### src/hdl/iqmp_pkg.sv
// Package for the I/Q to magnitude/phase converter: beat types, stage type,
// fixed-point widths and the CORDIC arctangent table. No dependencies.
package iqmp_pkg;

   // Sample and datapath widths
   localparam int SAMPLE_BITS  = 16;
   localparam int GUARD_BITS   = 60 - SAMPLE_BITS;
   localparam int CORDIC_W     = 64;
   localparam int ANGLE_W      = 32;
   localparam int ATAN_ENTRIES = 24;
   localparam int SQRT_STEPS   = SAMPLE_BITS;
   localparam int RAD_W        = 2 * SAMPLE_BITS;
   localparam int ROOT_W       = SAMPLE_BITS;
   localparam int REM_W        = SAMPLE_BITS + 2;
   localparam int AMP_W        = 16;
   localparam int PHASE_W      = 16;

   // Accumulator start for a vector turned by pi
   localparam logic [ANGLE_W-1:0] ANGLE_PI   = 32'h8000_0000;
   // Half an output LSB, for rounding the accumulator
   localparam logic [ANGLE_W-1:0] ANGLE_HALF = 32'h0000_8000;

   // round(atan(2^-i) * 2^31 / pi)
   localparam logic [ANGLE_W-1:0] ATAN_TABLE [ATAN_ENTRIES] = '{
      32'd536870912, 32'd316933406, 32'd167458907, 32'd85004756,
      32'd42667331,  32'd21354465,  32'd10679838,  32'd5340245,
      32'd2670163,   32'd1335087,   32'd667544,    32'd333772,
      32'd166886,    32'd83443,     32'd41722,     32'd20861,
      32'd10430,     32'd5215,      32'd2608,      32'd1304,
      32'd652,       32'd326,       32'd163,       32'd81
   };

   typedef struct packed {
      logic signed [SAMPLE_BITS-1:0] i_sample;
      logic signed [SAMPLE_BITS-1:0] q_sample;
      logic                          pulse_end;
   } iqmp_req_type;

   typedef struct packed {
      logic [AMP_W-1:0]          amplitude;
      logic signed [PHASE_W-1:0] phase_angle;
      logic                      pulse_end_out;
   } iqmp_rsp_type;

   // What one cell hands to the next
   typedef struct packed {
      logic signed [CORDIC_W-1:0] x;
      logic signed [CORDIC_W-1:0] y;
      logic [ANGLE_W-1:0]         z;
      logic [RAD_W-1:0]           rad;
      logic [ROOT_W-1:0]          root;
      logic [REM_W-1:0]           rem;
      logic                       zero;
      logic                       pulse_end;
   } iqmp_stage_type;

endpackage

### src/hdl/iqmp_front.sv
// Input stage: squares for the root, half-plane fold and scaling for the CORDIC.
// Depends on iqmp_pkg.
module iqmp_front import iqmp_pkg::*; (
   input  logic           clock,
   input  logic           reset,
   input  logic           enable,
   input  logic           in_valid,
   input  iqmp_req_type   in_data,
   output logic           out_valid,
   output iqmp_stage_type out_data
);

   localparam int EXT_BITS = CORDIC_W - SAMPLE_BITS - GUARD_BITS;

   logic                          valid_ff;
   iqmp_stage_type                data_ff;
   iqmp_stage_type                data_in;
   logic signed [RAD_W-1:0]       i_sq;
   logic signed [RAD_W-1:0]       q_sq;
   logic signed [CORDIC_W-1:0]    x_raw;
   logic signed [CORDIC_W-1:0]    y_raw;

   // Square both samples, scale into the guard-bit format, fold the left half plane
   always_comb begin
      i_sq  = RAD_W'(in_data.i_sample) * RAD_W'(in_data.i_sample);
      q_sq  = RAD_W'(in_data.q_sample) * RAD_W'(in_data.q_sample);
      x_raw = {{EXT_BITS{in_data.i_sample[SAMPLE_BITS-1]}}, in_data.i_sample,
               {GUARD_BITS{1'b0}}};
      y_raw = {{EXT_BITS{in_data.q_sample[SAMPLE_BITS-1]}}, in_data.q_sample,
               {GUARD_BITS{1'b0}}};
      data_in.rad       = RAD_W'($unsigned(i_sq)) + RAD_W'($unsigned(q_sq));
      data_in.root      = '0;
      data_in.rem       = '0;
      data_in.zero      = (in_data.i_sample == '0) && (in_data.q_sample == '0);
      data_in.pulse_end = in_data.pulse_end;
      if (in_data.i_sample[SAMPLE_BITS-1]) begin
         data_in.x = -x_raw;
         data_in.y = -y_raw;
         data_in.z = ANGLE_PI;
      end else begin
         data_in.x = x_raw;
         data_in.y = y_raw;
         data_in.z = '0;
      end
   end

   // Advance when the pipeline moves
   always_ff @(posedge clock) begin
      if (reset) begin
         valid_ff <= 1'b0;
      end else if (enable) begin
         valid_ff <= in_valid;
      end
   end

   always_ff @(posedge clock) begin
      if (enable) begin
         data_ff <= data_in;
      end
   end

   assign out_valid = valid_ff;
   assign out_data  = data_ff;

endmodule

### config.mk
export PLATFORM = sky130hd
export DESIGN_NAME = iqmp_front
export DESIGN_NICKNAME = d
export VERILOG_FILES = /design/src/hdl/iqmp_pkg.sv /design/src/hdl/iqmp_front.sv
export SDC_FILE = /design/constraint.sdc
export NUM_CORES = 1
export LEC_CHECK = 0
export BUFFER_PORTS_ARGS = -buffer_cell sky130_fd_sc_hd__buf_2
export CAP_MARGIN = 10
export CORE_MARGIN = 10
export CORE_UTILIZATION = 40
export CTS_CLUSTER_SIZE = 25
export DETAILED_ROUTE_END_ITERATION = 8
export PLACE_DENSITY_LB_ADDON = 0.2
export SLEW_MARGIN = 5
export SYNTH_ARGS = -nofsm -noshare
export SYNTH_HDL_FRONTEND = slang
export SYNTH_SLANG_ARGS = --single-unit
### constraint.sdc
create_clock -name clock -period 13 [get_ports clock]
set_input_delay 0.65 -clock clock [delete_from_list [all_inputs] [get_ports clock]]
set_output_delay 0.65 -clock clock [all_outputs]
set_load 0.02 [all_outputs]
### After elaboration in Yosys (flattened, before gate mapping)

Cells that the tools add are included.
Widths: inputs -> output; s select.

* input port bits: 37
* logic and storage cells: 18
* bits in registers: 195
* output and inout bits: 229

* $mul: 2
* reductions and logical operators: 3
* mux-type cells: 1
* $add $sub $neg: 3

Operator list (count)
* $mux 155: 1
* $neg 60->64: 2
* $mul 16x16->32: 2
* $add 32x32->32: 1
* $logic_not 16->1: 2
* $logic_and 1x1->1: 1

### Longest topological paths before layout

* depth in word-level cells: 2
* gate-level depth with buffers: 28
* depth with buffers taken out: 27

### Least setup slack after synthesis

OpenSTA, ideal clock, no wires.

* path kind: input -> register
* start: in in_data[16] (netlist bit)
* end: reg data_ff, in the netlist out_data[66], data pin
* stages: 26
* data arrival time: 8.488 ns
* setup slack: 4.247 ns
* path buffers: 1
* setup time: 0.265 ns
* required time: 12.735 ns
* cells stage by stage: clkinv_1 > nor2_1 > inv_1 > fa_1 > inv_1 > fa_1 > inv_1 > fa_1 > inv_1 > fa_1 > fa_1 > fa_1 > fa_1 > inv_1 > fa_1 > inv_1 > ha_1 > buf_2 > nand3_1 > or3_1 > or2_2 > o22ai_1 > o41ai_2 > a21oi_2 > or4_1 > nand4_1

RTL lines
* from (decl): line iqmp_front.sv:8 `input iqmp_req_type in_data,`
* to (signal assigned): line iqmp_front.sv:58 `data_ff <= data_in;`
* to (decl): line iqmp_front.sv:16 `iqmp_stage_type data_ff;`

==> flow_summary_export.csv <==
group,metric,value,unit
global_routing,grt_pass1_wl,87.6,mm
drt,detail_route.vias_per_cell,4.61,
timing,fin_ws,4050,ps
min_path,worstHoldPathCells,2,
drt,ant_nets,0,
cts,cts-htree-levels,3,
cts,cts_setup_buffers,0,
layout,area_growth,4.46,%
drt,drt-wirelength-per-cell,18.1,um
layout,register_area,2270,sq um
worst_setup_path,crit_type,"input pin to register",
worst_setup_path,rr_startpoint,"out_valid$_SDFFE_PP0P_",
floorplan,start_util,40.5,%
floorplan,core,53900,sq um
logic_synthesis,yosysWarnings,0,
cts,cts_resized,0,
timing,timing.slew.headroom,18.9,%
cts,cts_hold_buffers,0,
cts,clk_latency,380,ps
logic_synthesis,yosys.area_share.adder,56.9,%
min_path,holdPathEnd,"out_valid$_SDFFE_PP0P_",
worst_setup_path,cp_slowest_stage_delay,760,ps
floorplan,die_y,254,um
floorplan,pin_count,266,
logic_synthesis,synth-edff-count,75,
cts,root_buffer,"clkbuf_16",
cts,clk_pin_slew,70,ps
global_routing,grt-ovfl-total,0,
layout,antenna_cells,0,
logic_synthesis,synth_xor_area_share,3.25,%
worst_setup_path,reg2reg_to,"out_valid$_SDFFE_PP0P_",
cts,cts_tree,"built",
logic_synthesis,ys.flop_type,"edfxtp_1",
timing,setup_viol,0,
run_status,outcome,"complete, no violations",
global_routing,grt_max_degree,77,
drt,drtIter0Drc,636,
logic_synthesis,muxShareOfSynthArea,0.241,%
floorplan,row_count,85,
place,dp_worst_setup_slack,3550,ps
drt,drtPass1Iterations,5,
global_routing,antenna_found_initial,1,
layout,mostFrequentLayoutCell,"inv_1",
logic_synthesis,synth_cell_types,52,
worst_setup_path,path_cells,"buf_2 > clkinv_1 > nor2_1 > fa_1 > inv_1 > fa_1 > fa_1 > inv_1 > fa_1 > fa_1 > fa_1 > fa_1 > inv_1 > fa_1 > inv_1 > ha_1 > nand2_1 > or3_1 > or2_2 > o22ai_1 > o41ai_2 > a21oi_2 > or4_1 > nand4_1",
worst_setup_path,r2r_slack,12420,ps
timing,max_freq,112,MHz
drt,vias,13700,
worst_setup_path,arrival,9080,ps
worst_setup_path,setup.worst_path.start,"in_data[16]",
cts,cts.sinks,76,
floorplan,fp.dieW,254,um
worst_setup_path,critical-path-top-delay-family,"adder cells",
cts,cts_inserted_buffers,9,
layout,fillers,5395,
place,gp_congestion,0.852,
global_routing,grt_pass1_vias,16100,
timing,finClkSkew,0,ps
layout,final_cell_mix,"674 x inv_1, 527 x fa_1, 157 x conb_1, 151 x ha_1, 148 x nand2_1",
worst_setup_path,critical_path_buf_inv_count,6,
place,portBuffers,112,
worst_setup_path,slowest_stage,"fa_1",
logic_synthesis,ys_ff_latch,76,
timing,period_needed,8950,ps
logic_synthesis,syn_avg_cell_area,9.91,sq um
layout,design_area,22800,sq um
logic_synthesis,synth_top_family_by_area,"adder cells",
logic_synthesis,synth_compound_area_share,2.92,%
worst_setup_path,cp-end-kind,"register",
timing,setup_tns,0,ps
logic_synthesis,synthCells,2205,
logic_synthesis,syn_area,21800,sq um
job,cap_violations,0,
drt,wl,54.0,mm
min_path,hp-class,"input pin to register",
timing,fin_crit_sh,68.9,%
global_routing,grt_usage,17.9,%
floorplan,dieArea,64400,sq um
logic_synthesis,ys_seq_area_share,10.4,%
place,post-dp-hpwl,46.0,mm
timing,worst_pin_slew,1200,ps
drt,post-route-drc-count,0,
cts,clk_path_buf_depth,2,
logic_synthesis,ys_async_sr_fraction,0,%
timing,grt_setup_unrepaired,"false",
timing,report.final.slew_viol_count,0,
layout,drive_above_1_share,6.62,%
layout,multi_input_area,16200,sq um
worst_setup_path,cp.required,13130,ps
place,dpl_cell_area,22500,sq um
worst_setup_path,cp_common_cell,"fa_1",
logic_synthesis,yosys.area_share.simple,8.28,%
worst_setup_path,cp_max_fo,20,
layout,final_nets,2991,
timing,holdWs,413,ps
min_path,min_from,"reset",
timing,hold_viol,0,
worst_setup_path,reg2regPathDepth,2,
worst_setup_path,start_kind,"input pin",
[through the flow]
step | util (%) | cells
floorplan | - | 2361
global placement | 41.8 | 2961
finish | 42.3 | 2977
global route | 42.3 | 2977
detailed placement | 41.8 | 2961
CTS | 42.3 | 2977
[kinds of logic after synthesis]
| logic type | Yosys count |
|---|---|
| AOI/OAI and AO/OA | 97 |
| xor gates and xnor gates | 81 |
| adders and majority gates | 678 |
| buffers and inverters | 891 |
| DFF | 76 |
| muxes | 5 |
| other | 1 |
| and+or+nand+nor | 376 |
[Yosys cell counts (all sizes together), types with 8 or more instances]
cell type  instances  area (sq um)
a21oi             20           104
fa               527         10600
nand2            148           556
a21o               8          60.1
and2              86           538
clkbuf            55           206
nor2              68           258
buf              157          1160
inv              675          2530
ha               151          1890
xor2              15           131
edfxtp            75          2250
xnor2             66           578
nor2b             18           113
or3                8          50.1
nand2b            10          62.6
o21ai             29           145
nor3              11          55.1
[cell type report]
| cell class | instances | share of cell area [%] |
|---|---|---|
| Clock buffer | 10 | 1.00 |
| Clock inverter | 6 | 0.285 |
| Inverter | 679 | 11.2 |
| Multi-Input combinational cell | 1394 | 71.2 |
| Sequential cell | 76 | 9.96 |
| Tap cell | 696 | 3.82 |
| Timing Repair Buffer | 116 | 2.60 |
[sequential cells by signal, indices dropped and copies added, names as in the netlist]
signal,count
out_data,75
out_valid,1
[routing by layer]
| layer | GRT usage, % | wire length (um) | vias to the layer above | share of wire [%] |
|---|---|---|---|---|
| met2 | 34.4 | 30300 | 292 | 56 |
| li1 | - | - | 6164 | - |
| met5 | 0 | 0 | - | 0 |
| met1 | 19.9 | 19800 | 7200 | 37 |
| met4 | 6.17 | 1810 | 0 | 3.4 |
| met3 | 2.29 | 2050 | 72 | 3.8 |
[worst max path at each step]
stage / endpoint / depth (start not counted) / slack [ps]
6_report: out_data[66]$_DFFE_PP_ / 24 / 4050
4_1_cts: out_data[66]$_DFFE_PP_ / 24 / 3990
2_1_floorplan: out_data[66]$_DFFE_PP_ / 26 / 4250
3_3_place_gp: out_data[66]$_DFFE_PP_ / 24 / 3800
3_5_place_dp: out_data[66]$_DFFE_PP_ / 24 / 3550
5_1_grt: out_data[66]$_DFFE_PP_ / 24 / 3440
Power is left out: the tool's default activity adds up to more than one toggle a clock period on the data nets, which glitch-free logic cannot reach.
