<file path="src/hdl/iqmp_pkg.sv">
// Package for the I/Q to magnitude/phase converter: beat types, stage type,
// fixed-point widths and the CORDIC arctangent table. No dependencies.
package iqmp_pkg;

   // Sample and datapath widths
   localparam int SAMPLE_BITS  = 16;
   localparam int GUARD_BITS   = 60 - SAMPLE_BITS;
   localparam int CORDIC_W     = 64;
   localparam int ANGLE_W      = 32;
   localparam int ATAN_ENTRIES = 24;
   localparam int SQRT_STEPS   = SAMPLE_BITS;
   localparam int RAD_W        = 2 * SAMPLE_BITS;
   localparam int ROOT_W       = SAMPLE_BITS;
   localparam int REM_W        = SAMPLE_BITS + 2;
   localparam int AMP_W        = 16;
   localparam int PHASE_W      = 16;

   // Accumulator start for a vector turned by pi
   localparam logic [ANGLE_W-1:0] ANGLE_PI   = 32'h8000_0000;
   // Half an output LSB, for rounding the accumulator
   localparam logic [ANGLE_W-1:0] ANGLE_HALF = 32'h0000_8000;

   // round(atan(2^-i) * 2^31 / pi)
   localparam logic [ANGLE_W-1:0] ATAN_TABLE [ATAN_ENTRIES] = '{
      32'd536870912, 32'd316933406, 32'd167458907, 32'd85004756,
      32'd42667331,  32'd21354465,  32'd10679838,  32'd5340245,
      32'd2670163,   32'd1335087,   32'd667544,    32'd333772,
      32'd166886,    32'd83443,     32'd41722,     32'd20861,
      32'd10430,     32'd5215,      32'd2608,      32'd1304,
      32'd652,       32'd326,       32'd163,       32'd81
   };

   typedef struct packed {
      logic signed [SAMPLE_BITS-1:0] i_sample;
      logic signed [SAMPLE_BITS-1:0] q_sample;
      logic                          pulse_end;
   } iqmp_req_type;

   typedef struct packed {
      logic [AMP_W-1:0]          amplitude;
      logic signed [PHASE_W-1:0] phase_angle;
      logic                      pulse_end_out;
   } iqmp_rsp_type;

   // What one cell hands to the next
   typedef struct packed {
      logic signed [CORDIC_W-1:0] x;
      logic signed [CORDIC_W-1:0] y;
      logic [ANGLE_W-1:0]         z;
      logic [RAD_W-1:0]           rad;
      logic [ROOT_W-1:0]          root;
      logic [REM_W-1:0]           rem;
      logic                       zero;
      logic                       pulse_end;
   } iqmp_stage_type;

endpackage

</file>
<file path="src/hdl/iqmp_cell.sv">
// One cell of the chain: a CORDIC micro-rotation and/or one square-root digit, as ROTATE and ROOT select.
// Depends on iqmp_pkg.
module iqmp_cell import iqmp_pkg::*; #(
   parameter int STEP   = 0,
   parameter bit ROTATE = 1'b1,
   parameter bit ROOT   = 1'b1
) (
   input  logic           clock,
   input  logic           reset,
   input  logic           enable,
   input  logic           in_valid,
   input  iqmp_stage_type in_data,
   output logic           out_valid,
   output iqmp_stage_type out_data
);

   localparam logic [ANGLE_W-1:0] ANGLE_STEP = ATAN_TABLE[STEP];

   logic                       valid_ff;
   iqmp_stage_type             data_ff;
   iqmp_stage_type             data_in;
   logic signed [CORDIC_W-1:0] x_sh;
   logic signed [CORDIC_W-1:0] y_sh;
   logic [REM_W-1:0]           rem_trial;
   logic [REM_W-1:0]           sub_val;
   logic                       fits;

   always_comb begin
      data_in   = in_data;
      // Micro-rotation toward the x axis; arithmetic shift floors
      x_sh      = in_data.x >>> STEP;
      y_sh      = in_data.y >>> STEP;
      // Bring down two radicand bits and try the next root digit
      rem_trial = {in_data.rem[REM_W-3:0], in_data.rad[RAD_W-1 -: 2]};
      sub_val   = {in_data.root, 2'b01};
      fits      = rem_trial >= sub_val;
      if (ROTATE) begin
         if (!in_data.y[CORDIC_W-1]) begin
            data_in.x = in_data.x + y_sh;
            data_in.y = in_data.y - x_sh;
            data_in.z = in_data.z + ANGLE_STEP;
         end else begin
            data_in.x = in_data.x - y_sh;
            data_in.y = in_data.y + x_sh;
            data_in.z = in_data.z - ANGLE_STEP;
         end
      end
      if (ROOT) begin
         data_in.rad  = {in_data.rad[RAD_W-3:0], 2'b00};
         data_in.rem  = fits ? (rem_trial - sub_val) : rem_trial;
         data_in.root = {in_data.root[ROOT_W-2:0], fits};
      end
   end

   always_ff @(posedge clock) begin
      if (reset) begin
         valid_ff <= 1'b0;
      end else if (enable) begin
         valid_ff <= in_valid;
      end
   end

   always_ff @(posedge clock) begin
      if (enable) begin
         data_ff <= data_in;
      end
   end

   assign out_valid = valid_ff;
   assign out_data  = data_ff;

endmodule

</file>
<file path="config.mk">
export PLATFORM = sky130hd
export DESIGN_NAME = iqmp_cell
export DESIGN_NICKNAME = d
export VERILOG_FILES = /design/src/hdl/iqmp_pkg.sv /design/src/hdl/iqmp_cell.sv
export SDC_FILE = /design/constraint.sdc
export NUM_CORES = 1
export LEC_CHECK = 0
export BUFFER_PORTS_ARGS = -buffer_cell sky130_fd_sc_hd__buf_2
export CELL_PAD_IN_SITES_DETAIL_PLACEMENT = 1
export CELL_PAD_IN_SITES_GLOBAL_PLACEMENT = 2
export CORE_ASPECT_RATIO = 1.2
export CORE_MARGIN = 1
export CORE_UTILIZATION = 36
export CTS_BUF_LIST = sky130_fd_sc_hd__clkbuf_4
export DETAILED_ROUTE_END_ITERATION = 7
export PLACE_DENSITY_LB_ADDON = 0.12
export SLEW_MARGIN = 30
export SYNTH_ARGS = -nofsm -noshare
export SYNTH_HDL_FRONTEND = slang
export SYNTH_SLANG_ARGS = --single-unit
</file>
<file path="constraint.sdc">
create_clock -name clock -period 12.8 [get_ports clock]
set_clock_uncertainty 0.2 [all_clocks]
set_input_delay 2.56 -clock clock [delete_from_list [all_inputs] [get_ports clock]]
set_output_delay 2.56 -clock clock [all_outputs]
set_load 0.02 [all_outputs]
</file>
; ---- Word level (Yosys, flattened, before mapping)
; Cells that the tools add are included.
; Widths: inputs -> output; s select.
[word_totals]
input_bits = 232
wordCells = 18
register_bits = 227
[classes]
order_cmp = 1
n_mux = 2
add_sub_neg = 6
[op_table]
columns = operator, count
row1 = $mux 160, 1
row2 = $sub 64x64->64, 2
row3 = $add 64x64->64, 1
row4 = $add 32x30->32 const B, 1
row5 = $sub 32x30->32 const B, 1
row6 = $ge 18x18->1, 1
row7 = $mux 18, 1
row8 = $sub 18x18->18, 1

; ---- Logic depth before layout (Yosys ltp)
[logic_depth]
depth_word = 2
depth_mapped = 15
mapped_depth_nobuf = 14

; ---- Worst setup path after synthesis
; Ideal clock, no wire load.
[synth_path]
path_type = input to register
start = input in_data[123] (netlist bit)
end = register data_ff, in the netlist out_data[154] (data pin)
path_slack_ns = 6.788
setup_time_ns = 0.260
t_arrival_ns = 5.552
path_stages = 12
required_ns = 12.340
path_buffers = 0
cell_sequence = inv_1 ha_1 or4_4 or4_4 o211a_1 o31ai_2 a21boi_2 o41ai_4 a21oi_2 o311a_1 o21a_1 xnor2_1
[synth_lines]
columns = item, line
row1 = start: declaration, iqmp_cell.sv:12  ; input iqmp_stage_type in_data,
row2 = end signal: assignment, iqmp_cell.sv:65  ; data_ff <= data_in;
row3 = end: declaration, iqmp_cell.sv:20  ; iqmp_stage_type data_ff;

==> results.toml <==
[global_route]
grt.overflow.total = 0
grtUsageTotal_pct = 28.6
grt_pass1_wl_um = 123000
grt_antenna_before_repair = 8
first_global_vias = 20000
pin_count_of_the_biggest_net_entering_global_routing = 91

[clock_tree]
clock_tree.htree_level_count = 2
postCtsResizedCells = 0
cts_made_buffers = 61
cts_root_buf = "sky130_fd_sc_hd__clkbuf_4"
cts_tree = "done"
ctsHoldBuffers = 0
setup_bufs_post_cts = 0
numClockSinks = 226
worstSkewPairLatency_ps = 840
clk_pin_slew_ps = 70
cts_max_path_buffers = 3

[logic_synthesis]
area_share_of_the_leading_cell_type_in_the_synthesized_netlist_pct = 33.8
yosys.area.top_type = "sky130_fd_sc_hd__edfxtp_1"
yosys_warnings = 0
avg_cell_area_syn_um2 = 8.78
synth_async_reset_ratio_pct = 0
synth_ff_type = "sky130_fd_sc_hd__edfxtp_1"
most_area_consuming_cells_after_synthesis = "sky130_fd_sc_hd__edfxtp_1, sky130_fd_sc_hd__ha_1, sky130_fd_sc_hd__a21oi_1, sky130_fd_sc_hd__xnor2_1, sky130_fd_sc_hd__inv_1"
ys_types = 75
netlist_area_um2 = 20000
ys_seq_area_share_pct = 33.9
syn-instance-count = 2274
number_of_flops_mapped_to_enable_cells_by_yosys = 225
ys_seq_elements = 226
yosysMostFrequentCell = "sky130_fd_sc_hd__a21oi_1"
synth_commonest_cells = "sky130_fd_sc_hd__a21oi_1, sky130_fd_sc_hd__edfxtp_1, sky130_fd_sc_hd__ha_1"

[setup_path]
worst_path_buffer_plus_inverter_count = 2
r2r_setup_slack_ps = 12010
cp_data_arrival_time_ps = 7010
required_ps = 13180
critical-path-max-stage-delay_ps = 650
worstPathMaxFanout = 14
cell_family_contributing_the_most_delay_on_the_critical_path = "compound AO/OA/AOI/OAI gates"
crit_path_start_kind = "input port"
critical_path.cell_chain = "buf_2 -> inv_1 -> ha_1 -> nor4_1 -> nand2_1 -> a2111oi_1 -> o31ai_2 -> nor3_1 -> o2111ai_1 -> o21bai_1 -> a211oi_2 -> o21bai_1 -> a21oi_1 -> xnor2_1"
crit_path_top_delay_cell = "sky130_fd_sc_hd__a2111oi_1"
crit_top_cell = "sky130_fd_sc_hd__o21bai_1"
worst_r2r_startpoint = "out_valid"
worst_setup_end_kind = "flip-flop"
critPathLaunch = "in_data[113]"
worstSetupPathType = "in2reg"

[floorplanning]
core_area_um2 = 54800
ioPinCount = 461
die_height_um = 260
start_util_pct = 36.4
fp.dieW_um = 217
rows = 94
die_area_um2 = 56400

[pwr]
irDropWorstVdd_v = 0.0000754
pwr_density_cell_nw_per_um2 = 115
totalPowerFinal_mw = 2.72
total_leakage_power_nw = 10.5

[sta]
report.final.slew_viol_count = 0
setup-violations-final = 0
unrepaired_setup_endpoints_after_global_routing = "no"
worst_slew_margin_rel_pct = 39.0
final-hold-violation-count = 0
timing.final.crit_period_ps = 6630
setup_tns_ps = 0
worst_pin_slew_ps = 903
final_min_period_over_clock_period_pct = 51.8
fmax_achieved_ghz = 0.151

[hold_path]
worstHoldStart = "out_valid"
holdCritPathClass = "reg2reg"

[cells_and_area]
filler_cell_count = 6648
ff_latch_area_um2 = 6780
area_delta_synth_final_pct = 18.7
finalCoreUtilization_pct = 43.3
finalNetCount = 3171
instances_no_fill = 3478
post_route_cells_drive_above_1_share_pct = 21.9
area_taken_by_multi_input_logic_gates_um2 = 12000
postLayoutCellArea_um2 = 23700

[placement]
gp_routability_congestion = 0.927
post-dp-hpwl_um = 67800
number_of_port_buffers = 456
post-place-cells = 3367
dpl-instance-area_um2 = 22900

[detailed_routing]
route.detailed.drc = 0
detail_route.wirelength_um = 82900
final_antenna_net_count = 0
drtIter0Drc = 1188
vias_per_cell = 5.59
avgRoutedWirePerCell_um = 23.8
dr_total_vias = 19400
dr.pass1.iters = 5

[flow_run]
cap_viol_max_count = 0

[outcome]
result_of_the_run = "finished, final reports clean"
## path summary, 6_finish.rpt
path | end | depth (start not counted)
worst min register to register | out_valid | 2
worst max-delay path | out_data[220] | 14
worst max register to register | out_valid | 2
worst min-delay path | out_valid | 2
## flip-flops by register name, indices dropped and copies added (netlist names)
name and count:
out_data 225, out_valid 1
## worst reg2reg max path: stages (launching register included)
cell	delay, ps
sky130_fd_sc_hd__dfxtp_1	310
sky130_fd_sc_hd__mux2i_1	120
sky130_fd_sc_hd__nor2_1	60
## routing by layer
| metal | vias up | share of wire [%] | track usage [%] |
|---|---|---|---|
| met5 | - | 0.027 | 0 |
| met1 | 9589 | 42 | 34.5 |
| met3 | 117 | 4.7 | 3.78 |
| met4 | 4 | 2.7 | 8.55 |
| met2 | 579 | 51 | 52.2 |
| li1 | 9144 | - | - |
## cell type report
class	count	share of cell area, %
clock inverters	28	0.887
repair buffers	468	10.1
multi-input cells	1723	50.4
inverters	231	3.66
clock buffers	77	2.44
diodes	5	0.0528
well taps	720	3.80
flip-flops and latches	226	28.6
## power breakdown
group,total (mW),switching [mW],leakage [nW],internal [mW]
logic,1.06,0.715,7.80,0.348
registers,0.978,0.0283,2.21,0.949
clock network,0.680,0.333,0.462,0.346
## metrics by stage
step / setup WS (ps) / hold WS (ps)
after floorplan: 6790 / 379
after global placement: 5290 / 272
after detailed placement: 5200 / 301
after CTS: 6120 / 320
after global routing: 6010 / 374
final: 6170 / 311
## logic make-up (layout without fill, tap and decap cells)
| logic type | after synthesis | count (layout) | synth area share [%] |
|---|---|---|---|
| compound gates | 781 | 781 | 24.5 |
| simple gates | 533 | 533 | 12.8 |
| buf+inv | 326 | 804 | 6.20 |
| fa+ha+maj | 228 | 228 | 14.4 |
| flops | 226 | 226 | 33.9 |
| xor+xnor | 140 | 140 | 6.14 |
| mux | 39 | 39 | 1.99 |
| other cells | 1 | 7 | 0.0188 |
## cells in the final DEF (no fill, tap or decap), types with 19 or more instances in the layout
master / Yosys / routed
sky130_fd_sc_hd__buf_2: 3 / 454
sky130_fd_sc_hd__a21oi_1: 299 / 299
sky130_fd_sc_hd__edfxtp_1: 225 / 225
sky130_fd_sc_hd__ha_1: 224 / 224
sky130_fd_sc_hd__inv_1: 223 / 222
sky130_fd_sc_hd__nor2_1: 191 / 191
sky130_fd_sc_hd__o21ai_0: 156 / 156
sky130_fd_sc_hd__xnor2_1: 124 / 124
sky130_fd_sc_hd__nand2_1: 108 / 108
sky130_fd_sc_hd__clkbuf_4: 0 / 77
sky130_fd_sc_hd__o21bai_1: 58 / 58
sky130_fd_sc_hd__nor3_1: 43 / 43
sky130_fd_sc_hd__nand4_1: 43 / 43
sky130_fd_sc_hd__a21o_1: 42 / 42
sky130_fd_sc_hd__mux2i_1: 33 / 33
sky130_fd_sc_hd__o31ai_1: 28 / 28
sky130_fd_sc_hd__nand3_1: 24 / 24
sky130_fd_sc_hd__clkinv_1: 8 / 23
sky130_fd_sc_hd__o21a_1: 22 / 22
sky130_fd_sc_hd__nor2b_1: 21 / 21
sky130_fd_sc_hd__a211oi_1: 21 / 21
sky130_fd_sc_hd__nor4_1: 19 / 19
Note: power is estimated with default switching activity, not from simulation.
