$ cat src/hdl/iqmp_pkg.sv
// Package for the I/Q to magnitude/phase converter: beat types, stage type,
// fixed-point widths and the CORDIC arctangent table. No dependencies.
package iqmp_pkg;

   // Sample and datapath widths
   localparam int SAMPLE_BITS  = 16;
   localparam int GUARD_BITS   = 60 - SAMPLE_BITS;
   localparam int CORDIC_W     = 64;
   localparam int ANGLE_W      = 32;
   localparam int ATAN_ENTRIES = 24;
   localparam int SQRT_STEPS   = SAMPLE_BITS;
   localparam int RAD_W        = 2 * SAMPLE_BITS;
   localparam int ROOT_W       = SAMPLE_BITS;
   localparam int REM_W        = SAMPLE_BITS + 2;
   localparam int AMP_W        = 16;
   localparam int PHASE_W      = 16;

   // Accumulator start for a vector turned by pi
   localparam logic [ANGLE_W-1:0] ANGLE_PI   = 32'h8000_0000;
   // Half an output LSB, for rounding the accumulator
   localparam logic [ANGLE_W-1:0] ANGLE_HALF = 32'h0000_8000;

   // round(atan(2^-i) * 2^31 / pi)
   localparam logic [ANGLE_W-1:0] ATAN_TABLE [ATAN_ENTRIES] = '{
      32'd536870912, 32'd316933406, 32'd167458907, 32'd85004756,
      32'd42667331,  32'd21354465,  32'd10679838,  32'd5340245,
      32'd2670163,   32'd1335087,   32'd667544,    32'd333772,
      32'd166886,    32'd83443,     32'd41722,     32'd20861,
      32'd10430,     32'd5215,      32'd2608,      32'd1304,
      32'd652,       32'd326,       32'd163,       32'd81
   };

   typedef struct packed {
      logic signed [SAMPLE_BITS-1:0] i_sample;
      logic signed [SAMPLE_BITS-1:0] q_sample;
      logic                          pulse_end;
   } iqmp_req_type;

   typedef struct packed {
      logic [AMP_W-1:0]          amplitude;
      logic signed [PHASE_W-1:0] phase_angle;
      logic                      pulse_end_out;
   } iqmp_rsp_type;

   // What one cell hands to the next
   typedef struct packed {
      logic signed [CORDIC_W-1:0] x;
      logic signed [CORDIC_W-1:0] y;
      logic [ANGLE_W-1:0]         z;
      logic [RAD_W-1:0]           rad;
      logic [ROOT_W-1:0]          root;
      logic [REM_W-1:0]           rem;
      logic                       zero;
      logic                       pulse_end;
   } iqmp_stage_type;

endpackage

$ cat src/hdl/iqmp_out.sv
// Output stage: rounds magnitude and phase, holds the result beat and a skid beat.
// Depends on iqmp_pkg.
module iqmp_out import iqmp_pkg::*; (
   input  logic           clock,
   input  logic           reset,
   input  logic           last_valid,
   input  iqmp_stage_type last_data,
   output logic           pipe_enable,
   output logic           rsp_valid,
   input  logic           rsp_ready,
   output iqmp_rsp_type   rsp_data
);

   logic               out_valid_ff;
   logic               out_valid_in;
   iqmp_rsp_type       out_data_ff;
   iqmp_rsp_type       out_data_in;
   logic               skid_valid_ff;
   logic               skid_valid_in;
   iqmp_rsp_type       skid_data_ff;
   iqmp_rsp_type       skid_data_in;
   iqmp_rsp_type       result;
   logic               round_up;
   logic [ROOT_W:0]    amp_sum;
   logic [ANGLE_W-1:0] z_round;
   logic               new_beat;

   // Round the root to nearest, saturate; round the angle to its upper half
   always_comb begin
      round_up = last_data.rem > REM_W'(last_data.root);
      amp_sum  = {1'b0, last_data.root} + (ROOT_W + 1)'(round_up);
      z_round  = last_data.z + ANGLE_HALF;
      if (amp_sum > (ROOT_W + 1)'({AMP_W{1'b1}})) begin
         result.amplitude = {AMP_W{1'b1}};
      end else begin
         result.amplitude = AMP_W'(amp_sum);
      end
      result.phase_angle   = last_data.zero ? '0 : z_round[ANGLE_W-1 -: PHASE_W];
      result.pulse_end_out = last_data.pulse_end;
   end

   // Pipeline moves while the skid register is empty
   assign pipe_enable = !skid_valid_ff;
   assign new_beat    = pipe_enable && last_valid;

   // Refill the output from skid first, park a new beat in skid when stalled
   always_comb begin
      out_valid_in  = out_valid_ff;
      out_data_in   = out_data_ff;
      skid_valid_in = skid_valid_ff;
      skid_data_in  = skid_data_ff;
      if (!out_valid_ff || rsp_ready) begin
         if (skid_valid_ff) begin
            out_valid_in  = 1'b1;
            out_data_in   = skid_data_ff;
            skid_valid_in = 1'b0;
         end else begin
            out_valid_in = new_beat;
            out_data_in  = result;
         end
      end else if (new_beat) begin
         skid_valid_in = 1'b1;
         skid_data_in  = result;
      end
   end

   always_ff @(posedge clock) begin
      if (reset) begin
         out_valid_ff  <= 1'b0;
         skid_valid_ff <= 1'b0;
      end else begin
         out_valid_ff  <= out_valid_in;
         skid_valid_ff <= skid_valid_in;
      end
   end

   always_ff @(posedge clock) begin
      out_data_ff  <= out_data_in;
      skid_data_ff <= skid_data_in;
   end

   assign rsp_valid = out_valid_ff;
   assign rsp_data  = out_data_ff;

`ifndef ASSERT_OFF
   // Skid holds a beat only behind an occupied output register
   a_skid_behind_out: assert property (@(posedge clock) disable iff (reset)
      skid_valid_ff |-> out_valid_ff)
      else $error("skid beat without output beat");

   // A beat leaving the chain against a stalled output lands in skid
   a_stall_to_skid: assert property (@(posedge clock) disable iff (reset)
      (out_valid_ff && !rsp_ready && pipe_enable && last_valid) |=> skid_valid_ff)
      else $error("result beat lost on stall");

   // A drained skid beat moves to the output register
   a_skid_drain: assert property (@(posedge clock) disable iff (reset)
      (skid_valid_ff && rsp_ready) |=> (out_valid_ff && !skid_valid_ff))
      else $error("skid beat not drained");
`endif

endmodule
$ cat config.mk
export PLATFORM = sky130hd
export DESIGN_NAME = iqmp_out
export DESIGN_NICKNAME = d
export VERILOG_FILES = /design/src/hdl/iqmp_pkg.sv /design/src/hdl/iqmp_out.sv
export SDC_FILE = /design/constraint.sdc
export NUM_CORES = 1
export LEC_CHECK = 0
export ABC_AREA = 1
export BUFFER_PORTS_ARGS = -buffer_cell sky130_fd_sc_hd__buf_2
export CAP_MARGIN = 20
export CORE_ASPECT_RATIO = 1.5
export CORE_MARGIN = 5
export CORE_UTILIZATION = 42
export DETAILED_ROUTE_END_ITERATION = 8
export GPL_TIMING_DRIVEN = 0
export PLACE_DENSITY_LB_ADDON = 0.25
export SLEW_MARGIN = 10
export SYNTH_ARGS = -nofsm -noshare
export SYNTH_HDL_FRONTEND = slang
export SYNTH_SLANG_ARGS = --single-unit
export TNS_END_PERCENT = 1
$ cat constraint.sdc
create_clock -name clock -period 5 [get_ports clock]
set_clock_uncertainty 0.05 [all_clocks]
set_input_delay 1.5 -clock clock [delete_from_list [all_inputs] [get_ports clock]]
set_output_delay 1.5 -clock clock [all_outputs]
set_load 0.05 [all_outputs]
# [Yosys cells after proc, flatten, opt, wreduce, memory -nomap -nowiden]
# Index checks and enable logic that the tools add are counted.
[op_classes] addsub=2 mul=0 div=0 n_lt_le_gt_ge=2 eq_ne=0 shift=0 n_mux=4 bitwise=1 n_reduce_logical=6
[op_table] op="$mux W33" count=1
[op_table] op="$add A32 B16 Y32 const B" count=1
[op_table] op="$mux W16" count=2
[op_table] op="$gt A18 B16 Y1" count=1
[op_table] op="$add A16 B1 Y17" count=1
[op_table] op="$gt A17 B16 Y1 const B" count=1
[op_table] op="$logic_not A1 Y1" count=2
[op_table] op="$reduce_and A2 Y1" count=1
[op_table] op="$reduce_or A2 Y1" count=1
[op_table] op="$logic_and A1 B1 Y1" count=1
[op_table] op="$logic_or A1 B1 Y1" count=1
[op_table] op="$mux W1" count=1
[op_table] op="$not A1 Y1" count=1
[word_totals] regBits=68 latch_bits=0 ramBits=0 romBits=0 input_bits=232 out_inout_bits=35 wordCells=23 mem_count=0

# [Logic depth before layout (Yosys ltp)]
# Gate-level depths: netlist (run 1).
[depth] depth_word=5 mapped_depth=23 mapped_depth_nobuf=23

# [Least setup slack after synthesis (run 1)]
# OpenSTA, ideal clock, no wires.
[synth_path] path_kind="input -> register" startpoint="input port rsp_ready" endpoint="register skid_data_ff[0] (netlist bit), enable pin" setup_time_ps=423 arrival_ps=3816 required_time_ps=4527 setup_slack_ps=711 stages=3 n_path_buf=0 cell_sequence="inv_1 nand2_1 nor2_1"
[synth_via] elab_chain_cells=3
[synth_lines] element="start: declaration" line_no="iqmp_out.sv:10" rtl="input logic rsp_ready,"
[synth_lines] element="$logic_or A1 B1 Y1" line_no="iqmp_out.sv:52" rtl="if (!out_valid_ff || rsp_ready) begin"
[synth_lines] element="$not A1 Y1 (no line)"
[synth_lines] element="$reduce_and A2 Y1 (no line)"
[synth_lines] element="end signal: assignment" line_no="iqmp_out.sv:79" rtl="skid_data_ff <= skid_data_in;"
[synth_lines] element="end: declaration" line_no="iqmp_out.sv:20" rtl="iqmp_rsp_type skid_data_ff;"
# Every way passes these cells.
# A chain may end at the register's enable or synchronous reset.

# [Worst setup path in the final report (run 1)]
[layout_path] startpoint="input port last_data[32] (netlist bit)" endpoint="register out_data_ff (netlist bit rsp_data[25]) (data pin)"
[layout_via] elab_chain_cells=5
[layout_lines] element="start: declaration" line_no="iqmp_out.sv:7" rtl="input iqmp_stage_type last_data,"
[layout_lines] element="$gt A18 B16 Y1" line_no="iqmp_out.sv:30" rtl="round_up = last_data.rem > REM_W'(last_data.root);"
[layout_lines] element="$add A16 B1 Y17 *" line_no="iqmp_out.sv:31" rtl="amp_sum = {1'b0, last_data.root} + (ROOT_W + 1)'(round_up);"
[layout_lines] element="$gt A17 B16 Y1" line_no="iqmp_out.sv:33" rtl="if (amp_sum > (ROOT_W + 1)'({AMP_W{1'b1}})) begin"
[layout_lines] element="$mux W16 *" line_no="iqmp_out.sv:33"
[layout_lines] element="$mux W33 *" line_no="iqmp_out.sv:53" rtl="if (skid_valid_ff) begin"
[layout_lines] element="end signal: assignment" line_no="iqmp_out.sv:78" rtl="out_data_ff <= out_data_in;"
[layout_lines] element="end: declaration" line_no="iqmp_out.sv:16" rtl="iqmp_rsp_type out_data_ff;"
# Mark *: on every way between the ends. The rest lies on a longest branch, timed or not.

==> results of run 1 <==
-- state kept, by name (all words and copies together) (netlist names) --
signal and cells:
rsp_valid 1, rsp_data 33, skid_valid_ff 1, skid_data_ff 33
-- tightest hold or removal path: cells and delay by family, from the launching register on --
family,cells,cell delay [ns]
DFF,1,0.31
and+or+nand+nor,2,0.10
-- through the flow --
step           util (%)  power [W]  setup TNS [ns]  hold WS (ns)  setup slack (ns)
5_1_grt            53.3    0.00168               0         0.486             0.730
6_report           53.3    0.00162               0         0.465             0.925
4_1_cts            53.2    0.00163               0         0.467             0.902
3_5_place_dp       49.9   0.000966               0         0.454             0.536
3_3_place_gp       49.3   0.000957          -17.57         0.451            -0.537
2_1_floorplan         -   0.000869               0         0.441             0.711
-- worst max path at each step --
| stage | from | to | slack, ns | depth (start not counted) |
|---|---|---|---|---|
| finish | last_data[32] | rsp_data[25] | 0.92 | 20 |
| global route | last_data[32] | rsp_data[25] | 0.73 | 20 |
| CTS | last_data[32] | rsp_data[25] | 0.90 | 20 |
| detailed placement | last_data[32] | rsp_data[20] | 0.54 | 20 |
| global placement | rsp_ready | skid_data_ff[3] | -0.54 | 4 |
| floorplan | rsp_ready | skid_data_ff[0] | 0.71 | 3 |
-- metal layers --
layer  track usage [%]  up-vias  routed length, µm
li1                  -     1725                  -
met1              21.0     1546               4000
met2              32.9      136               5240
met3              9.55       24               1130
met4              9.55        2                322
met5                 0        -                 15
-- layout make-up --
cell class	count	area share, %
Antenna cell	1	0.0511
Buffer	10	0.919
Clock buffer	11	4.75
Clock inverter	5	1.58
Inverter	58	4.44
Multi-Input combinational cell	326	34.0
Sequential cell	68	41.3
Tap cell	112	2.86
Timing Repair Buffer	93	10.1
-- Yosys cell counts, types with 3 or more instances --
| cell type | instances | share of area (%) |
|---|---|---|
| xor2_1 | 5 | 1.1 |
| inv_1 | 57 | 5.4 |
| nor3_1 | 4 | 0.51 |
| nand3_1 | 23 | 2.9 |
| a21oi_1 | 9 | 1.1 |
| buf_1 | 3 | 0.29 |
| and2_1 | 3 | 0.48 |
| a31oi_1 | 4 | 0.63 |
| edfxtp_1 | 66 | 50 |
| o21ai_0 | 14 | 1.8 |
| nor2_4 | 3 | 0.86 |
| ha_1 | 19 | 6.0 |
| nand4_1 | 12 | 1.9 |
| nand2_1 | 156 | 15 |
| clkbuf_1 | 6 | 0.57 |
| nor2_1 | 55 | 5.2 |
-- cells by family (layout without fill, tap and decap cells) --
logic type,Yosys count,in the layout
other,0,1
AOI/OAI and AO/OA,35,35
adders and majority gates,19,19
xor gates and xnor gates,6,6
buffers and inverters,68,177
DFF,68,68
and+or+nand+nor,266,266
-- power by group through the flow --
stage	Clock, W	Sequential (W)	Combinational, W
2_1_floorplan	0	0.000778	0.0000912
3_5_place_dp	0	0.000688	0.000278
3_3_place_gp	0	0.000689	0.000268
6_report	0.000663	0.000678	0.000276
4_1_cts	0.000675	0.000678	0.000278
5_1_grt	0.000698	0.000680	0.000303
==> impl_metrics.py, run 1 <==
metrics = {
    "cts": {
        "worstSkewPairLatency_ns": 0.33,
        "clkTransAtPathRegs_ns": 0.06,
        "postCtsHoldBufs": 0,
        "root_buffer": "clkbuf_16",
        "cts_tree": "yes",
        "ctsLongestPathBuffers": 2,
        "post_cts_buffers": 0,
        "cts_made_buffers": 9,
        "cts_sinks": 68,
        "htreeDepth": 3,
        "cts-resized-gates": 0,
    },
    "drt": {
        "routedWlPerCell_um": 15.7,
        "antenna_left": 0,
        "drcViolationCount": 0,
        "avgViaCountPerCell": 5.02,
        "vias": 3433,
        "routed_wl_mm": 10.7,
        "firstDrtPassIters": 4,
        "drt_iter0_drc": 214,
    },
    "power": {
        "p_switching_w": 0.000442,
        "p_leak_nw": 2.36,
        "power_density_nw_per_um2": 330,
        "switching_share_pct": 27.4,
        "clock_power_share_pct": 41.0,
        "p_int_w": 0.00117,
        "ir_drop_v": 0.000259,
        "pwr-share-seq_pct": 41.9,
        "combPwrFrac_pct": 17.1,
    },
    "yosys": {
        "synth_seq_cells": 68,
        "synth-adder-area-share_pct": 6.03,
        "synth-xor-area-share_pct": 1.33,
        "async_flop_share_pct": 0,
        "synth_compound_area_share_pct": 5.40,
        "synth_mux_area_share_pct": 0,
        "synth-edff-count": 66,
        "syn_area_um2": 3940,
        "synth_top_family_by_area": "simple AND/OR/NAND/NOR gates",
        "syn-instance-count": 462,
        "yosys_warnings": 0,
        "seq_area_frac_synth_pct": 51.3,
        "synth_cell_type_count": 33,
        "avgSynthCellArea_um2": 8.53,
        "synth-main-ff-cell": "edfxtp_1",
        "yosys.area_share.simple_pct": 29.3,
        "syn_nets": 713,
    },
    "global_route": {
        "grt_pass1_wl_mm": 16.9,
        "overflow": 0,
        "antenna_found_initial": 2,
        "grt_max_degree": 36,
        "track_usage_pct": 19.9,
        "grt_pass1_vias": 3495,
    },
    "floorplan": {
        "die_x_um": 89.1,
        "fp.coreArea_um2": 9200,
        "start_util_pct": 42.9,
        "die-area_um2": 11500,
        "ios": 267,
        "rows": 43,
        "die_h_um": 129,
    },
    "sta": {
        "drv_slew": 0,
        "hold_viol": 0,
        "rsz0062_at_grt": "no",
        "max-slew-margin-rel_pct": 61.4,
        "setup_viol": 0,
        "fin_crit_sh_pct": 81.5,
        "fmax_mhz": 245,
        "worstMarginPinSlew_ns": 0.579,
        "post-route-min-period_ns": 4.08,
    },
    "final_layout": {
        "area_delta_synth_final_pct": 24.3,
        "layout_commonest_cell": "nand2_1",
        "drive_gt1_share_pct": 21.9,
        "nFillCells": 868,
        "fin_cells": 684,
        "design_area_um2": 4900,
        "multiInputGateArea_um2": 1670,
        "fin_nets": 817,
        "layout_common_cells": "155 x nand2_1, 91 x buf_2, 66 x edfxtp_1",
        "regArea_um2": 2020,
    },
    "setup_path": {
        "critPathKind": "in -> reg",
        "crit_buf_inv": 5,
        "reg2regPathDepth": 6,
        "path_cells": "buf_2, inv_1, ha_1, nand2_1, inv_1, nand3_1, nor2_1, nand3_1, nand3_1, nand2_1, inv_1, ha_1, ha_1, nand2_2, nor2_4, nand2_4, nor2_4, nand3_4, buf_6, a31oi_1",
        "critPathMaxStageDelay_ns": 0.28,
        "cp-start-kind": "primary input",
        "worst_r2r_endpoint": "skid_data_ff[1]",
        "crit_required_ns": 5.13,
        "r2r_slack_ns": 2.75,
        "cp_data_arrival_time_ns": 4.20,
        "slowest_stage": "ha_1",
        "path_max_fanout": 10,
        "cp_top_family": "simple AND/OR/NAND/NOR gates",
        "reg2reg_from": "skid_valid_ff",
        "critPathCaptureType": "flip-flop",
    },
    "placement": {
        "dpl_cell_area_um2": 4590,
        "routabilityCongestion": 0.948,
        "dp_hpwl_mm": 8.49,
        "port_buffers": 91,
        "dp.cells": 667,
    },
    "worst_hold_path": {
        "min-delay-start": "skid_data_ff[28]",
        "whs_path_depth": 2,
        "hold_end": "rsp_data[28]",
        "holdCritPathClass": "reg -> reg",
    },
    "run": {
        "cap_violations": 0,
    },
    "run_status": {
        "status": "completed",
    },
}
Power figures use the tool's default switching activity.
==> run 2: changes to the inputs <==
--- a/config.mk
+++ b/config.mk
@@ -10,7 +10,7 @@
 export CAP_MARGIN = 20
 export CORE_ASPECT_RATIO = 1.5
 export CORE_MARGIN = 5
-export CORE_UTILIZATION = 42
+export CORE_UTILIZATION = 38
 export DETAILED_ROUTE_END_ITERATION = 8
 export GPL_TIMING_DRIVEN = 0
 export PLACE_DENSITY_LB_ADDON = 0.25
==> constraint.sdc (replaced) <==
create_clock -name clock -period 3.4 [get_ports clock]
set_clock_uncertainty 0.05 [all_clocks]
set_input_delay 1.02 -clock clock [delete_from_list [all_inputs] [get_ports clock]]
set_output_delay 1.02 -clock clock [all_outputs]
set_load 0.05 [all_outputs]
==> impl_metrics.py, run 2 (synthesis results as in run 1) <==
metrics = {
    "sta": {
        "fin_crit_sh_pct": 95.4,
        "rsz0062_at_grt": "no",
        "worstMarginPinSlew_ns": 0.598,
        "fmax_mhz": 308,
        "whs_ns": 0.461,
        "hold_viol": 0,
        "drv_slew": 0,
        "max-slew-margin-rel_pct": 60.1,
        "post-route-min-period_ns": 3.24,
        "setup_viol": 0,
    },
    "cts": {
        "cts_made_buffers": 9,
        "clkTransAtPathRegs_ns": 0.05,
        "root_buffer": "clkbuf_16",
        "cts_sinks": 68,
        "worstSkewPairLatency_ns": 0.32,
        "htreeDepth": 3,
        "cts_tree": "yes",
        "ctsLongestPathBuffers": 2,
    },
    "floorplan": {
        "die_h_um": 135,
        "die_x_um": 93.2,
        "start_util_pct": 38.9,
        "die-area_um2": 12600,
        "ios": 267,
        "fp.coreArea_um2": 10100,
        "rows": 45,
    },
    "power": {
        "total_power_w": 0.00224,
        "ir_drop_v": 0.000301,
        "power_density_nw_per_um2": 451,
        "p_leak_nw": 2.36,
    },
    "setup_path": {
        "path_max_fanout": 6,
        "path_cells": "buf_2, inv_1, ha_1, nand2_1, nor2_2, inv_1, nor2_1, nand3_1, nand3_1, nand2_1, inv_2, ha_4, ha_4, nand2_2, nor2_4, nand2_4, nor2_4, nand3_4, buf_6, a31oi_2",
        "critPathMaxStageDelay_ns": 0.27,
        "crit_buf_inv": 5,
        "cp_top_family": "simple AND/OR/NAND/NOR gates",
        "critPathKind": "in -> reg",
        "slowest_stage": "ha_1",
        "cp_data_arrival_time_ns": 3.36,
        "path_depth": 20,
        "reg2regPathDepth": 6,
        "crit_required_ns": 3.52,
        "critPathCaptureType": "flip-flop",
        "cp-start-kind": "primary input",
    },
    "run": {
        "cap_violations": 0,
    },
    "final_layout": {
        "fin_cells": 692,
        "layout_commonest_cell": "nand2_1",
        "drive_gt1_share_pct": 24.3,
        "nFillCells": 996,
        "fin_nets": 821,
        "area_delta_synth_final_pct": 25.9,
        "design_area_um2": 4960,
        "layout_common_cells": "154 x nand2_1, 89 x buf_2, 66 x edfxtp_1",
        "num_antenna_cells": 0,
    },
    "placement": {
        "dp.cells": 672,
        "port_buffers": 91,
        "routabilityCongestion": 0.868,
        "dp_hpwl_mm": 8.39,
        "dpl_cell_area_um2": 4600,
    },
    "global_route": {
        "grt_max_degree": 36,
        "antenna_found_initial": 0,
        "grt_pass1_wl_mm": 16.6,
        "overflow": 0,
        "track_usage_pct": 17.2,
        "grt_pass1_vias": 3474,
    },
    "drt": {
        "routed_wl_mm": 10.5,
        "antenna_left": 0,
        "drt_iter0_drc": 164,
        "vias": 3417,
        "drcViolationCount": 0,
        "firstDrtPassIters": 4,
        "avgViaCountPerCell": 4.94,
        "routedWlPerCell_um": 15.2,
    },
    "worst_hold_path": {
        "holdCritPathClass": "reg -> reg",
        "whs_path_depth": 2,
    },
    "run_status": {
        "status": "completed",
    },
}
==> run 2: worst paths after layout <==
path,start,endpoint,slack [ns]
min reg2reg,skid_data_ff[31],rsp_data[31],0.46
max,last_data[28],rsp_data[21],0.16
max reg2reg,skid_valid_ff,skid_data_ff[23],1.07
min,skid_data_ff[31],rsp_data[31],0.46
==> run 2: worst register-to-register path, delay by kind of cell (launching register included) <==
family        cells  cell delay [ns]
simple gates      2             0.67
buf+inv           4             1.03
flops             1             0.29
==> run 2: metrics by stage <==
step,util (%),setup slack [ns],setup TNS (ns)
6_report,49.0,0.156,0
5_1_grt,49.0,0.0160,0
4_1_cts,48.6,0.0297,0
3_5_place_dp,45.4,-0.503,-12.13
3_3_place_gp,44.9,-0.785,-36.03
2_1_floorplan,-,0.126,0
==> run 2: per-layer routing <==
layer	global-route usage (%)	vias up	share of wire, %
met5	0	-	0
met4	7.33	0	1.5
met3	6.41	9	9.5
met2	29.9	96	50
met1	18.6	1573	39
li1	-	1739	-
==> run 2: repair_timing <==
item / in CTS / in global routing
resized for setup: 7 / 10
setup buffers: 0 / 2
setup endpoints to repair: 21 / 27
gates cloned: 2 / 0
pin swaps: 5 / 5
hold buffers: 0 / 0
==> run 2: power by group <==
part	internal (W)	leakage [nW]	switching, W
Combinational	0.000117	1.56	0.000302
Sequential	0.000978	0.672	0.0000155
Clock	0.000507	0.135	0.000318
Total	0.00160	2.36	0.000636
==> run 2: cell type report <==
class / count / area, µm² / area share, %
multi-input cells: 327 / 1730 / 34.9
clock buffers: 11 / 243 / 4.89
repair buffers: 96 / 531 / 10.7
plain buffers: 10 / 45.0 / 0.907
flip-flops and latches: 68 / 2020 / 40.7
clock inverters: 5 / 27.5 / 0.555
inverters: 58 / 218 / 4.39
well taps: 117 / 146 / 2.95
==> run 3: changes to the inputs <==
==> constraint.sdc (replaced) <==
create_clock -name clock -period 3.4 [get_ports clock]
set_clock_uncertainty 0.05 [all_clocks]
set_input_delay 1.02 -clock clock [delete_from_list [all_inputs] [get_ports clock]]
set_output_delay 1.02 -clock clock [all_outputs]
set_load 0.1 [all_outputs]
==> impl_metrics.py, run 3 (synthesis results as in run 1) <==
metrics = {
    "floorplan": {
        "die-area_um2": 12600,
        "fp.coreArea_um2": 10100,
        "ios": 267,
        "rows": 45,
        "start_util_pct": 38.9,
        "die_x_um": 93.2,
        "die_h_um": 135,
    },
    "cts": {
        "cts_tree": "yes",
        "cts_made_buffers": 9,
        "worstSkewPairLatency_ns": 0.32,
        "ctsLongestPathBuffers": 2,
        "clkTransAtPathRegs_ns": 0.05,
        "root_buffer": "clkbuf_16",
        "cts_sinks": 68,
        "htreeDepth": 3,
    },
    "global_route": {
        "overflow": 0,
        "grt_max_degree": 36,
        "grt_pass1_wl_mm": 16.2,
        "grt_pass1_vias": 3341,
        "antenna_found_initial": 0,
        "track_usage_pct": 17.0,
    },
    "final_layout": {
        "final_util_pct": 49.0,
        "layout_commonest_cell": "nand2_1",
        "area_delta_synth_final_pct": 26.0,
        "layout_common_cells": "154 x nand2_1, 88 x buf_2, 66 x edfxtp_1",
        "drive_gt1_share_pct": 24.6,
        "fin_nets": 820,
        "nFillCells": 996,
        "num_antenna_cells": 0,
    },
    "sta": {
        "post-route-min-period_ns": 3.27,
        "setup_viol": 0,
        "fmax_mhz": 306,
        "fin_ws_ns": 0.133,
        "fin_crit_sh_pct": 96.1,
        "worstMarginPinSlew_ns": 0.942,
        "whs_ns": 0.468,
        "hold_viol": 0,
        "tns_ns": 0,
        "max-slew-margin-rel_pct": 37.1,
        "drv_slew": 0,
        "rsz0062_at_grt": "yes",
    },
    "drt": {
        "drt_iter0_drc": 157,
        "firstDrtPassIters": 4,
        "antenna_left": 0,
        "routedWlPerCell_um": 15.2,
        "routed_wl_mm": 10.5,
        "avgViaCountPerCell": 4.86,
        "vias": 3358,
        "drcViolationCount": 0,
    },
    "power": {
        "p_switching_w": 0.000787,
        "switching_share_pct": 33.2,
        "power_density_nw_per_um2": 477,
        "pwr-share-seq_pct": 41.9,
        "p_int_w": 0.00158,
        "combPwrFrac_pct": 23.8,
        "total_power_w": 0.00237,
        "ir_drop_v": 0.000239,
        "clock_power_share_pct": 34.3,
        "p_leak_nw": 2.34,
    },
    "setup_path": {
        "crit_required_ns": 3.52,
        "critPathKind": "in -> reg",
        "critPathCaptureType": "flip-flop",
        "cp_data_arrival_time_ns": 3.39,
        "path_max_fanout": 6,
        "reg2reg_from": "skid_valid_ff",
        "reg2regPathDepth": 5,
        "crit_end": "rsp_data[21]",
        "cp-start-kind": "primary input",
        "r2r_slack_ns": 0.97,
        "cp-startpoint": "last_data[27]",
        "worst_r2r_endpoint": "skid_data_ff[8]",
    },
    "run": {
        "cap_violations": 0,
    },
    "worst_hold_path": {
        "holdCritPathClass": "reg -> reg",
    },
    "run_status": {
        "status": "completed",
    },
    "placement": {
        "routabilityCongestion": 0.869,
        "place_ws_ns": -0.526,
        "port_buffers": 91,
        "dp_hpwl_mm": 8.27,
    },
}
run 3: worst min path at each step:
stage,depth (start not counted),startpoint,to
2_1_floorplan,2,skid_data_ff[31],rsp_data[31]
3_3_place_gp,2,skid_data_ff[24],rsp_data[24]
3_5_place_dp,2,skid_data_ff[31],rsp_data[31]
4_1_cts,2,skid_data_ff[29],rsp_data[29]
5_1_grt,2,skid_data_ff[24],rsp_data[24]
6_report,2,skid_data_ff[24],rsp_data[24]
run 3: layer usage:
metal	share of wire, %	global-route usage (%)	up-vias
li1	-	-	1730
met1	37	18.7	1487
met2	49	28.3	123
met3	11	6.69	18
met4	2.8	8.72	0
met5	0	0	-
run 3: final cells by class:
cell class / instances / area [µm²] / share of cell area [%]
flip-flops and latches: 68 / 2020 / 40.7
multi-input cells: 327 / 1760 / 35.4
repair buffers: 95 / 509 / 10.2
clock buffers: 9 / 225 / 4.53
inverters: 58 / 218 / 4.38
well taps: 117 / 146 / 2.95
plain buffers: 10 / 45.0 / 0.907
clock inverters: 7 / 43.8 / 0.881
run 3: critical path, stage by stage:
cell	delay [ns]
clkbuf_4	0.15
inv_2	0.06
ha_1	0.29
nand2_1	0.08
nor2_2	0.12
inv_1	0.06
nor2_1	0.09
nand3_1	0.07
nand3_1	0.08
nand2_1	0.06
inv_2	0.07
ha_4	0.15
ha_4	0.14
nand2_2	0.06
nor2_4	0.15
nand2_4	0.10
nor2_4	0.17
nand3_4	0.14
buf_6	0.18
a31oi_2	0.12
run 3: stage by stage:
step	instances	area, µm²
5_1_grt	691	4970
2_1_floorplan	462	3950
4_1_cts	690	4910
3_5_place_dp	671	4570
3_3_place_gp	670	4550
6_report	691	4970
run 3: power by group through the flow:
stage	logic [W]	registers [W]	clock network [W]
final	0.000563	0.000993	0.000812
after global routing	0.000600	0.000998	0.000875
after CTS	0.000561	0.000995	0.000835
after detailed placement	0.000552	0.00101	0
after global placement	0.000543	0.00101	0
after floorplan	0.000136	0.00129	0
run 3: what timing repair did:
action	in CTS	in global routing
setup buffers	1	1
gates resized for setup	10	11
endpoints found under the hold margin	0	0
setup endpoints to repair	24	28
pin swaps	5	4
hold buffers	0	0
gates cloned	2	0
